File: src/rtl/bmp24_stream_to_rgb565_pixels_core_defines.svh
// Assertion macros used by the RTL of the bitmap pixel core.
`ifndef BMP24_STREAM_TO_RGB565_PIXELS_CORE_DEFINES_SVH
`define BMP24_STREAM_TO_RGB565_PIXELS_CORE_DEFINES_SVH

// Same-cycle implication, sampled on i_clk, quiet while reset is held.
`define BMP_ASSERT_IMPLY(label, ante, cons) \
    label: assert property (@(posedge i_clk) disable iff (!i_rst_n) \
        (ante) |-> (cons)) else $error("bmp core check failed");

// Next-cycle implication, sampled on i_clk, quiet while reset is held.
`define BMP_ASSERT_NEXT(label, ante, cons) \
    label: assert property (@(posedge i_clk) disable iff (!i_rst_n) \
        (ante) |=> (cons)) else $error("bmp core check failed");

`endif

File: src/rtl/bmp2rgb_pkg.sv
`timescale 1ns / 1ps

package bmp2rgb_pkg;

    // Result kinds
    typedef enum logic [1:0] {
        KIND_PIXEL     = 2'd0,
        KIND_DONE      = 2'd1,
        KIND_BAD_MAGIC = 2'd2,
        KIND_TOO_LARGE = 2'd3
    } t_kind;

    // Configuration register indexes
    localparam int          CFG_INDEX_WIDTH = 2;
    localparam logic [1:0]  CFG_ORIGIN_X    = 2'd0;
    localparam logic [1:0]  CFG_ORIGIN_Y    = 2'd1;

    localparam int ORIGIN_WIDTH = 12;
    localparam int COORD_WIDTH  = 13;
    localparam int COLOR_WIDTH  = 16;

    // File format constants
    localparam logic [15:0] BMP_MAGIC       = 16'h4D42;
    localparam logic [31:0] HEADER_END      = 32'd26;
    localparam logic [31:0] OFFSET_FIELD_AT = 32'd10;
    localparam logic [31:0] SIZE_FIELD_AT   = 32'd18;

    // Default image bounds
    localparam int DEFAULT_MAX_WIDTH  = 2048;
    localparam int DEFAULT_MAX_HEIGHT = 2048;

endpackage

File: src/rtl/bmp24_stream_to_rgb565_pixels_core.sv
`timescale 1ns / 1ps
// Latency: a result is valid on the cycle after the byte that causes it is accepted.
// Throughput: one file byte per cycle; a pixel leaves on every third pixel byte.
// The output register frees itself when taken, so input is stalled only while a
// result is held and the consumer is not ready.
// Reset (i_rst_n low, synchronous): parser to header phase, origins to zero,
// output empty. No clearing pass.
`include "bmp24_stream_to_rgb565_pixels_core_defines.svh"

module bmp24_stream_to_rgb565_pixels_core #(
    parameter int MAX_WIDTH  = bmp2rgb_pkg::DEFAULT_MAX_WIDTH,
    parameter int MAX_HEIGHT = bmp2rgb_pkg::DEFAULT_MAX_HEIGHT
) (
    input  logic                                     i_clk,
    input  logic                                     i_rst_n,
    // configuration write channel
    input  logic                                     i_cfg_valid,
    output logic                                     o_cfg_ready,
    input  logic [bmp2rgb_pkg::CFG_INDEX_WIDTH-1:0]  i_cfg_index,
    input  logic [bmp2rgb_pkg::ORIGIN_WIDTH-1:0]     i_cfg_data,
    // file byte channel
    input  logic                                     i_in_valid,
    output logic                                     o_in_ready,
    input  logic [7:0]                               i_file_byte,
    input  logic                                     i_first_byte,
    // result channel
    output logic                                     o_out_valid,
    input  logic                                     i_out_ready,
    output logic [1:0]                               o_kind,
    output logic signed [bmp2rgb_pkg::COORD_WIDTH-1:0] o_pixel_x,
    output logic signed [bmp2rgb_pkg::COORD_WIDTH-1:0] o_pixel_y,
    output logic [bmp2rgb_pkg::COLOR_WIDTH-1:0]      o_color,
    output logic                                     o_last
);

    localparam int CW = bmp2rgb_pkg::COORD_WIDTH;

    // Parser phases
    typedef enum logic [2:0] {
        PH_HEADER,
        PH_SKIP,
        PH_PIXEL,
        PH_PAD,
        PH_IDLE
    } t_phase;

    // Origin registers
    logic signed [bmp2rgb_pkg::ORIGIN_WIDTH-1:0] r_origin_x, r_origin_y;

    // Parser state
    t_phase      r_phase, n_phase;
    logic [31:0] r_byte_idx, n_byte_idx;
    logic [15:0] r_magic, n_magic;
    logic [31:0] r_offset, n_offset;
    logic [31:0] r_width, n_width;
    logic [31:0] r_height, n_height;
    logic [11:0] r_col, n_col;
    logic [11:0] r_row, n_row;
    logic [1:0]  r_chan, n_chan;
    logic [15:0] r_bg, n_bg;
    logic [1:0]  r_pad, n_pad;

    // Result register
    logic                 r_out_valid, n_out_valid;
    bmp2rgb_pkg::t_kind   r_kind, n_kind;
    logic signed [CW-1:0] r_x, n_x;
    logic signed [CW-1:0] r_y, n_y;
    logic [15:0]          r_color, n_color;
    logic                 r_last, n_last;

    // Parser view after an optional restart on the first byte of a file
    t_phase      b_phase;
    logic [31:0] b_byte_idx, b_offset, b_width, b_height;
    logic [15:0] b_magic, b_bg;
    logic [11:0] b_col, b_row;
    logic [1:0]  b_chan, b_pad;

    logic          in_accept;
    logic          emit;
    logic [31:0]   idx_next;
    logic [31:0]   height_new;
    logic [15:0]   magic_new;
    logic [1:0]    fld_lane;
    logic [CW-1:0] col_next, row_next;
    logic          row_end, img_end;

    function automatic logic signed [CW-1:0] b_origin_sx(
        input logic signed [bmp2rgb_pkg::ORIGIN_WIDTH-1:0] v
    );
        b_origin_sx = {v[bmp2rgb_pkg::ORIGIN_WIDTH-1], v};
    endfunction

    assign o_cfg_ready = 1'b1;
    // Take a new byte whenever the result register is empty or being drained.
    assign o_in_ready  = !r_out_valid || i_out_ready;
    assign in_accept   = i_in_valid && o_in_ready;

    assign o_out_valid = r_out_valid;
    assign o_kind      = r_kind;
    assign o_pixel_x   = r_x;
    assign o_pixel_y   = r_y;
    assign o_color     = r_color;
    assign o_last      = r_last;

    // Restart: a first-byte marker clears the parser before this byte is parsed.
    always_comb begin
        if (i_first_byte) begin
            b_phase    = PH_HEADER;
            b_byte_idx = '0;
            b_magic    = '0;
            b_offset   = '0;
            b_width    = '0;
            b_height   = '0;
            b_col      = '0;
            b_row      = '0;
            b_chan     = '0;
            b_bg       = '0;
            b_pad      = '0;
        end else begin
            b_phase    = r_phase;
            b_byte_idx = r_byte_idx;
            b_magic    = r_magic;
            b_offset   = r_offset;
            b_width    = r_width;
            b_height   = r_height;
            b_col      = r_col;
            b_row      = r_row;
            b_chan     = r_chan;
            b_bg       = r_bg;
            b_pad      = r_pad;
        end
    end

    assign idx_next   = b_byte_idx + 32'd1;
    assign magic_new  = {i_file_byte, b_magic[7:0]};
    assign height_new = {i_file_byte, b_height[23:0]};
    // Byte lane inside a 4-byte header field; every field starts two past a multiple of four.
    assign fld_lane   = b_byte_idx[1:0] - 2'd2;
    // Width and height never exceed the bound (2048 by default) once pixels flow,
    // so the low coordinate bits carry them exactly.
    assign col_next   = {1'b0, b_col} + CW'(1);
    assign row_next   = {1'b0, b_row} + CW'(1);
    assign row_end    = (col_next == b_width[CW-1:0]);
    assign img_end    = row_end && (row_next == b_height[CW-1:0]);

    always_comb begin
        n_phase    = r_phase;
        n_byte_idx = r_byte_idx;
        n_magic    = r_magic;
        n_offset   = r_offset;
        n_width    = r_width;
        n_height   = r_height;
        n_col      = r_col;
        n_row      = r_row;
        n_chan     = r_chan;
        n_bg       = r_bg;
        n_pad      = r_pad;
        emit       = 1'b0;
        n_kind     = r_kind;
        n_x        = r_x;
        n_y        = r_y;
        n_color    = r_color;
        n_last     = r_last;

        if (in_accept) begin
            n_phase    = b_phase;
            n_byte_idx = b_byte_idx;
            n_magic    = b_magic;
            n_offset   = b_offset;
            n_width    = b_width;
            n_height   = b_height;
            n_col      = b_col;
            n_row      = b_row;
            n_chan     = b_chan;
            n_bg       = b_bg;
            n_pad      = b_pad;

            case (b_phase)
                PH_HEADER: begin
                    n_byte_idx = idx_next;
                    // Capture little-endian header fields byte by byte.
                    if (b_byte_idx == 32'd0) begin
                        n_magic[7:0] = i_file_byte;
                    end else if (b_byte_idx == 32'd1) begin
                        n_magic[15:8] = i_file_byte;
                    end else if (b_byte_idx >= bmp2rgb_pkg::OFFSET_FIELD_AT &&
                                 b_byte_idx < bmp2rgb_pkg::OFFSET_FIELD_AT + 32'd4) begin
                        n_offset[{fld_lane, 3'b000} +: 8] = i_file_byte;
                    end else if (b_byte_idx >= bmp2rgb_pkg::SIZE_FIELD_AT &&
                                 b_byte_idx < bmp2rgb_pkg::SIZE_FIELD_AT + 32'd4) begin
                        n_width[{fld_lane, 3'b000} +: 8] = i_file_byte;
                    end else if (b_byte_idx >= bmp2rgb_pkg::SIZE_FIELD_AT + 32'd4 &&
                                 b_byte_idx < bmp2rgb_pkg::HEADER_END) begin
                        n_height[{fld_lane, 3'b000} +: 8] = i_file_byte;
                    end

                    if (b_byte_idx == 32'd1 && magic_new != bmp2rgb_pkg::BMP_MAGIC) begin
                        n_phase = PH_IDLE;
                        emit    = 1'b1;
                        n_kind  = bmp2rgb_pkg::KIND_BAD_MAGIC;
                    end else if (b_byte_idx == bmp2rgb_pkg::HEADER_END - 32'd1) begin
                        if (b_width > 32'(MAX_WIDTH) || height_new > 32'(MAX_HEIGHT)) begin
                            n_phase = PH_IDLE;
                            emit    = 1'b1;
                            n_kind  = bmp2rgb_pkg::KIND_TOO_LARGE;
                        end else if (b_width == '0 || height_new == '0) begin
                            n_phase = PH_IDLE;
                            emit    = 1'b1;
                            n_kind  = bmp2rgb_pkg::KIND_DONE;
                        end else if (b_offset <= bmp2rgb_pkg::HEADER_END) begin
                            // Small offsets count as the end of the header.
                            n_phase = PH_PIXEL;
                        end else begin
                            n_phase = PH_SKIP;
                        end
                    end
                end

                PH_SKIP: begin
                    n_byte_idx = idx_next;
                    if (idx_next >= bmp2rgb_pkg::HEADER_END && idx_next >= b_offset) begin
                        n_phase = PH_PIXEL;
                    end
                end

                PH_PIXEL: begin
                    case (b_chan)
                        2'd0: begin
                            n_bg   = {8'd0, i_file_byte};
                            n_chan = 2'd1;
                        end
                        2'd1: begin
                            n_bg[15:8] = i_file_byte;
                            n_chan     = 2'd2;
                        end
                        default: begin
                            // Red byte closes the pixel.
                            n_chan  = 2'd0;
                            emit    = 1'b1;
                            n_kind  = bmp2rgb_pkg::KIND_PIXEL;
                            n_color = {i_file_byte[7:3], b_bg[15:10], b_bg[7:3]};
                            n_x     = {b_origin_sx(r_origin_x)} + $signed({1'b0, b_col});
                            n_y     = b_origin_sx(r_origin_y) + $signed(b_height[CW-1:0])
                                      - $signed({1'b0, b_row}) - CW'(1);
                            n_last  = img_end;
                            if (img_end) begin
                                n_phase = PH_IDLE;
                            end else if (row_end) begin
                                n_col = '0;
                                n_row = row_next[11:0];
                                n_pad = b_width[1:0];
                                if (b_width[1:0] != 2'd0) begin
                                    n_phase = PH_PAD;
                                end
                            end else begin
                                n_col = col_next[11:0];
                            end
                        end
                    endcase
                end

                PH_PAD: begin
                    // Drop row padding.
                    n_pad = b_pad - 2'd1;
                    if (b_pad == 2'd1) begin
                        n_phase = PH_PIXEL;
                    end
                end

                default: begin
                    // Idle: ignore bytes until the next first-byte marker.
                end
            endcase

            if (emit && n_kind != bmp2rgb_pkg::KIND_PIXEL) begin
                n_x     = '0;
                n_y     = '0;
                n_color = '0;
                n_last  = 1'b0;
            end
        end
    end

    // Result valid: load on an accepted byte, clear once taken.
    always_comb begin
        if (in_accept) begin
            n_out_valid = emit;
        end else if (i_out_ready) begin
            n_out_valid = 1'b0;
        end else begin
            n_out_valid = r_out_valid;
        end
    end

    // Control state
    always_ff @(posedge i_clk) begin
        if (!i_rst_n) begin
            r_origin_x  <= '0;
            r_origin_y  <= '0;
            r_phase     <= PH_HEADER;
            r_byte_idx  <= '0;
            r_magic     <= '0;
            r_offset    <= '0;
            r_width     <= '0;
            r_height    <= '0;
            r_col       <= '0;
            r_row       <= '0;
            r_chan      <= '0;
            r_bg        <= '0;
            r_pad       <= '0;
            r_out_valid <= 1'b0;
        end else begin
            if (i_cfg_valid && o_cfg_ready) begin
                if (i_cfg_index == bmp2rgb_pkg::CFG_ORIGIN_X) begin
                    r_origin_x <= i_cfg_data;
                end else if (i_cfg_index == bmp2rgb_pkg::CFG_ORIGIN_Y) begin
                    r_origin_y <= i_cfg_data;
                end
            end
            r_phase     <= n_phase;
            r_byte_idx  <= n_byte_idx;
            r_magic     <= n_magic;
            r_offset    <= n_offset;
            r_width     <= n_width;
            r_height    <= n_height;
            r_col       <= n_col;
            r_row       <= n_row;
            r_chan      <= n_chan;
            r_bg        <= n_bg;
            r_pad       <= n_pad;
            r_out_valid <= n_out_valid;
        end
    end

    // Result payload: hold until the next emitted request.
    always_ff @(posedge i_clk) begin
        if (in_accept && emit) begin
            r_kind  <= n_kind;
            r_x     <= n_x;
            r_y     <= n_y;
            r_color <= n_color;
            r_last  <= n_last;
        end
    end

    // Channel index only moves while pixel bytes are collected.
    `BMP_ASSERT_IMPLY(a_chan_rest, r_phase != PH_PIXEL, r_chan == 2'd0)
    // Column stays inside the row while pixels or padding are in flight.
    `BMP_ASSERT_IMPLY(a_col_range, r_phase == PH_PIXEL || r_phase == PH_PAD,
        {1'b0, r_col} < r_width[CW-1:0])
    // A red byte always yields a pixel request.
    `BMP_ASSERT_NEXT(a_red_emits,
        in_accept && !i_first_byte && r_phase == PH_PIXEL && r_chan == 2'd2,
        o_out_valid && o_kind == bmp2rgb_pkg::KIND_PIXEL)
    // The final pixel parks the parser.
    `BMP_ASSERT_NEXT(a_last_idles,
        in_accept && !i_first_byte && r_phase == PH_PIXEL && r_chan == 2'd2 && img_end,
        r_phase == PH_IDLE && o_last)

endmodule

File: config.mk
export PLATFORM = sky130hd
export DESIGN_NAME = bmp24_stream_to_rgb565_pixels_core
export DESIGN_NICKNAME = d
export VERILOG_FILES = /design/src/rtl/bmp2rgb_pkg.sv /design/src/rtl/bmp24_stream_to_rgb565_pixels_core.sv
export VERILOG_INCLUDE_DIRS = /design/src /design/src/rtl
export SDC_FILE = /design/constraint.sdc
export NUM_CORES = 1
export LEC_CHECK = 0
export BUFFER_PORTS_ARGS = -buffer_cell sky130_fd_sc_hd__buf_4
export CORE_ASPECT_RATIO = 1.5
export CORE_MARGIN = 5
export CORE_UTILIZATION = 45
export DETAILED_ROUTE_END_ITERATION = 10
export GPL_TIMING_DRIVEN = 1
export PLACE_DENSITY = 0.69
export SYNTH_ARGS = -nofsm -noshare
export SYNTH_HDL_FRONTEND = slang
export SYNTH_SLANG_ARGS = --single-unit
File: constraint.sdc
create_clock -name i_clk -period 7.3 [get_ports i_clk]
set_input_delay 0.365 -clock i_clk [delete_from_list [all_inputs] [get_ports i_clk]]
set_output_delay 0.365 -clock i_clk [all_outputs]
set_load 0.05 [all_outputs]
==> flow_summary.yaml, run 1 <==
outcome:
  status: "finished, final reports clean"
setup_path:
  critPathArrivalTime_ns: 5.00
  worstPathCellList: "buf_4 > inv_2 > nand2_1 > inv_1 > ha_1 > nand3_1 > or4b_1 > xor2_1 > ha_1 > nor2b_1 > o21ai_0 > nand2b_1 > a41oi_1 > nor4_1 > a2111oi_0 > a21oi_1 > a32o_1"
  cp-start-kind: "primary input"
  crit_path_frequent_cell: "ha_1"
  path_class: "primary input to flip-flop"
  crit_buf_inv: 3
  worst_setup_path_end_kind: "flip-flop"
  cp_top_family: "simple AND/OR/NAND/NOR gates"
  crit_fanout: 46
  slowest_stage: "or4b_1"
  cp_slowest_stage_delay_ns: 0.64
  worstPathRequired_ns: 7.73
pwr:
  clkPwrFrac_pct: 42.4
  vdd_drop_max_uv: 137
  power_density_nw_per_um2: 179
  combPwrFrac_pct: 9.6
  p_int_mw: 2.12
  power.share.switching_pct: 26.3
  p_switching_mw: 0.757
  p_leak_nw: 6.05
  p_seq_share_pct: 48.0
global_routing:
  overflow: 0
  grt_max_degree: 89
  antenna_found_initial: 0
  grt_pass1_wl_microns: 69500
  grt_usage_pct: 23.7
  grt_pass1_vias: 12900
logic_synthesis:
  yosysUniqueCellTypes: 76
  syn_area_sq_um: 14600
  ys_async_sr_fraction_pct: 0
  synth-seq-cells: 240
  synth_cells: 1807
  syn_area_per_cell_sq_um: 8.09
  syn_nets: 1913
  synth-edff-count: 45
  yosys_warnings: 0
  ys_seq_area_share_pct: 35.9
  yosys_most_used_dff: "dfxtp_1"
routing:
  num_vias: 13500
  drt.antenna.violating_nets: 0
  drt_iter0_drc: 1122
  dr.pass1.iters: 8
  drc: 0
  routedWlPerCell_microns: 20.0
  via_per_inst: 6.08
  drt-total-wl_microns: 44600
clock_network:
  path_clk_slew_ns: 0.07
  cts_tree: "built"
  cts_sinks: 240
  cts_hold_buf: 0
  h-tree-depth: 1
  cts_setup_buffers: 0
  clockRootBuffer: "clkbuf_16"
  cts.repair.resized: 0
  cts_made_buffers: 25
  clock_latency_ns: 0.54
  cts_buffer_depth: 3
placement:
  globalplace.congestion: 0.950
  dpl_cell_area_sq_um: 15300
  portBuffers: 74
  dp_cells: 2179
  hpwl_microns: 32000
floorplanning:
  die_y_microns: 231
  die-width_microns: 157
  core_sq_um: 32300
  ios: 76
  start_util_pct: 45.2
  num_rows: 81
  die-area_sq_um: 36300
sta:
  hold_violations: 0
  max_freq_mhz: 219
  rsz0062_at_grt: "false"
  slew_violations: 0
  fin_crit_sh_pct: 62.6
  setup_violations: 0
  max_slew_margin_pct: 8.21
  post-route-min-period_ns: 4.57
  tightest_slew_ns: 1.36
  fin_skew_ns: 0.00822
  tns_ns: 0
hold_path:
  worstHoldPathType: "primary input to flip-flop"
layout:
  n_antenna_cell: 0
  final_nets: 1897
  synthToLayoutAreaGrowth_pct: 9.68
  finalInstanceArea_sq_um: 16000
  drive_gt1_share_pct: 8.12
  final_cells: 2225
  fillers: 3086
job:
  maxCapViolCount: 0
worst paths after layout:
check,startpoint,to,slack [ns],cells after the start
worst max-delay path,i_first_byte,r_phase[1],2.73,17
worst min-delay path,i_cfg_data[4],r_origin_y[4],0.07,3
worst max register to register,r_byte_idx[0],r_phase[1],2.86,15
worst min register to register,r_height[23],r_height[23],0.46,2
worst min-delay path: cells and delay by family:
kind | cells | cell delay (ns)
AND/OR/NAND/NOR | 1 | 0.07
multiplexers | 1 | 0.05
buffers and inverters | 1 | 0.08
sequential cells by signal, indices dropped and copies added (netlist names), 13 cells and up:
signal	cells
r_height	24
o_color	16
o_pixel_y	13
r_byte_idx	32
r_width	32
o_pixel_x	13
r_offset	32
logic make-up after synthesis:
logic type,Yosys count,synth area share (%)
AOI/OAI and AO/OA,399,17.8
xor gates and xnor gates,75,4.49
buffers and inverters,190,5.18
DFF,240,35.9
adders and majority gates,78,7.39
muxes,33,2.32
other,1,0.0256
and+or+nand+nor,791,26.9
synthesized netlist by cell type, drive strengths merged, types with 24 or more instances:
| cell type | count | area (sq um) |
|---|---|---|
| xor2 | 24 | 210 |
| a22oi | 79 | 593 |
| nor2 | 252 | 946 |
| xnor2 | 51 | 447 |
| edfxtp | 45 | 1350 |
| and3 | 25 | 156 |
| a21oi | 107 | 536 |
| nand3 | 44 | 233 |
| dfxtp | 195 | 3900 |
| nand2 | 187 | 704 |
| nor4 | 37 | 238 |
| mux2i | 29 | 290 |
| clkbuf | 86 | 327 |
| o21ai | 79 | 395 |
| nor3 | 38 | 195 |
| nand4 | 33 | 219 |
| ha | 64 | 801 |
| nor2b | 55 | 344 |
| buf | 43 | 201 |
| inv | 61 | 229 |
area by class of cell:
type	count	area (sq um)	area share, %
clock inverters	12	95.1	0.593
clock buffers	34	661	4.12
inverters	61	231	1.44
repair buffers	86	646	4.03
well taps	415	519	3.24
multi-input cells	1377	8630	53.8
flip-flops and latches	240	5260	32.8
power by group through the flow:
stage               clock network, mW  logic, mW  registers [mW]
finish                           1.22      0.277            1.38
global placement                    0      0.271            1.41
floorplan                           0      0.171            1.43
detailed placement                  0      0.275            1.41
global route                     1.29      0.303            1.38
CTS                              1.24      0.276            1.38
cell usage in the layout, fill, tap and decap left out, drive strengths merged, types with 34 or more instances in the layout:
master,instances
buf,86
nor2,252
nor3,38
o21ai,79
nor2b,55
a21oi,107
edfxtp,45
nand2,187
nand3,44
xnor2,51
inv,63
clkbuf,34
nor4,37
dfxtp,195
a22oi,79
ha,64
layer usage:
metal | global-route usage [%] | up-vias | part of all wire [%]
met5 | 0 | - | 0
met4 | 14.7 | 0 | 6.9
met3 | 2.48 | 162 | 4.8
met2 | 42.9 | 517 | 51
met1 | 26.1 | 6410 | 37
li1 | - | 6443 | -
per-stage QoR:
step           util, %  hold slack [ns]  worst slack [ns]  total power [mW]
6_report          49.6           0.0663              2.73              2.88
5_1_grt           49.6           0.0741              2.43              2.98
4_1_cts           49.6           0.0527              2.81              2.90
3_5_place_dp      47.3            0.446              2.23              1.69
3_3_place_gp      47.3            0.448              2.38              1.68
2_1_floorplan        -            0.432              2.08              1.60
Power figures use the tool's default switching activity.
==> run 2, diff against run 1 <==
--- a/config.mk
+++ b/config.mk
@@ -12,7 +12,7 @@
 export CORE_UTILIZATION = 45
 export DETAILED_ROUTE_END_ITERATION = 10
 export GPL_TIMING_DRIVEN = 1
-export PLACE_DENSITY = 0.69
+export PLACE_DENSITY = 0.71
 export SYNTH_ARGS = -nofsm -noshare
 export SYNTH_HDL_FRONTEND = slang
 export SYNTH_SLANG_ARGS = --single-unit
==> constraint.sdc (replaced) <==
create_clock -name i_clk -period 3.7 [get_ports i_clk]
set_input_delay 0.185 -clock i_clk [delete_from_list [all_inputs] [get_ports i_clk]]
set_output_delay 0.185 -clock i_clk [all_outputs]
set_load 0.05 [all_outputs]
==> flow_summary.yaml, run 2 (same netlist as run 1, synthesis figures left out) <==
outcome:
  status: "finished, final reports clean"
sta:
  hold_violations: 0
  max_freq_mhz: 279
  fin_crit_sh_pct: 96.9
  setup_violations: 0
  post-route-min-period_ns: 3.58
  tightest_slew_ns: 0.928
  max_slew_margin_pct: 38.1
  slew_violations: 0
  fin_skew_ns: 0.0140
job:
  maxCapViolCount: 0
routing:
  drt.antenna.violating_nets: 0
  drt_iter0_drc: 1203
  num_vias: 14000
  drt-total-wl_microns: 48300
  routedWlPerCell_microns: 20.6
  drc: 0
  via_per_inst: 5.97
  dr.pass1.iters: 5
layout:
  n_antenna_cell: 0
  drive_gt1_share_pct: 14.9
  top_regs: "r_byte_idx: 32 flops, r_offset: 32 flops, r_width: 32 flops"
  layout_commonest_cell: "nor2_1"
  finalInstanceArea_sq_um: 17300
  final_cell_mix: "249 x nor2_1, 192 x dfxtp_1, 187 x buf_4"
  final_nets: 2018
  utilization_pct: 53.5
  synthToLayoutAreaGrowth_pct: 18.3
clock_network:
  clock_latency_ns: 0.55
  cts_sinks: 240
  cts_made_buffers: 25
  cts_tree: "built"
  path_clk_slew_ns: 0.07
  cts_buffer_depth: 3
  h-tree-depth: 1
  clockRootBuffer: "clkbuf_16"
floorplanning:
  ios: 76
  die_y_microns: 231
  core_sq_um: 32300
  die-width_microns: 157
  num_rows: 81
  die-area_sq_um: 36300
  start_util_pct: 45.2
placement:
  dpl_cell_area_sq_um: 16200
  globalplace.congestion: 0.995
  portBuffers: 74
  hpwl_microns: 35300
global_routing:
  overflow: 0
  grt_max_degree: 181
  grt_pass1_vias: 13800
  grt_usage_pct: 25.9
  antenna_found_initial: 0
  grt_pass1_wl_microns: 75000
pwr:
  vdd_drop_max_uv: 247
  power_density_nw_per_um2: 341
  p_leak_nw: 6.74
setup_path:
  worst_setup_path_end_kind: "flip-flop"
  crit_fanout: 5
  slowest_stage: "or4_1"
  cp-start-kind: "flip-flop"
  critPathArrivalTime_ns: 4.01
  worstPathRequired_ns: 4.13
  cp_slowest_stage_delay_ns: 0.56
  path_class: "flip-flop to flip-flop"
  crit_path_frequent_cell: "nand4_1"
  worstPathCellList: "nand4_1 > or2_1 > or4_1 > mux2_4 > ha_1 > nand4_1 > or2_2 > nor4_4 > a2111oi_4 > a21oi_2 > buf_4 > a21oi_1"
  cp_top_family: "simple AND/OR/NAND/NOR gates"
  crit_buf_inv: 1
hold_path:
  worstHoldPathType: "primary input to flip-flop"
[run 2: cell types whose count changed in the layout (fill, tap and decap cells not counted), moves of 4 or more]
| cell | delta |
|---|---|
| buf_12 | +5 |
| dlygate4sd3_1 | +15 |
| nor4_1 | -7 |
| o21ai_1 | +4 |
| ha_1 | -4 |
| buf_4 | +101 |
| o21ai_0 | -5 |
| nor4_2 | +6 |
[run 2: worst register-to-register path: stages, from the launching register on]
cell       delay, ns
dfxtp_1         0.40
nand4_1         0.27
or2_1           0.34
or4_1           0.56
mux2_4          0.34
ha_1            0.29
nand4_1         0.09
or2_2           0.32
nor4_4          0.34
a2111oi_4       0.12
a21oi_2         0.21
buf_4           0.13
a21oi_1         0.05
[run 2: layer usage]
metal	track usage, %	part of all wire [%]	vias to the layer above
met4	17.7	7.7	0
li1	-	-	6677
met1	27.9	36	6682
met5	0	0	-
met2	46.8	51	479
met3	2.36	4.5	178
[run 2: per-stage QoR]
stage | setup TNS, ns | setup slack (ns) | cells | total power, mW | hold slack [ns]
global placement | -0.00239 | -0.00239 | 2285 | 3.36 | 0.434
global route | -0.0251 | -0.0251 | 2346 | 6.09 | 0.0651
detailed placement | -0.203 | -0.118 | 2285 | 3.37 | 0.444
CTS | 0 | 0.0404 | 2346 | 5.93 | 0.0247
finish | 0 | 0.116 | 2346 | 5.91 | 0.0395
floorplan | -0.177 | -0.0586 | 1807 | 3.18 | 0.324
[run 2: final timing paths]
check | start | end | slack [ns] | cells after the start
max reg2reg | r_byte_idx[4] | r_phase[0] | 0.12 | 12
min reg2reg | r_offset[26] | r_offset[26] | 0.45 | 2
max | r_byte_idx[4] | r_phase[0] | 0.12 | 12
min | i_file_byte[7] | r_height[23] | 0.04 | 3
[run 2: timing repair]
action | 4_1_cts | 5_1_grt
gates resized for setup | 2 | 16
endpoints found under the setup margin | 2 | 3
pin swaps | 0 | 1
setup buffers | 0 | 0
endpoints found under the hold margin | 27 | 0
hold buffers | 15 | 0
[run 2: where the power goes]
group | switching, mW | internal (mW) | total (mW)
Sequential | 0.0219 | 2.70 | 2.72
Clock | 1.10 | 1.47 | 2.57
Combinational | 0.415 | 0.198 | 0.613
Total | 1.54 | 4.37 | 5.91
[run 2: layout make-up]
class                      instances  area, sq um
fill                            2967        15000
clock inverter                    13          125
sequential                       240         5260
timing repair buffer             207         1650
tap                              415          519
inverter                          61          236
multi-input combinational       1377         8810
clock buffer                      33          697
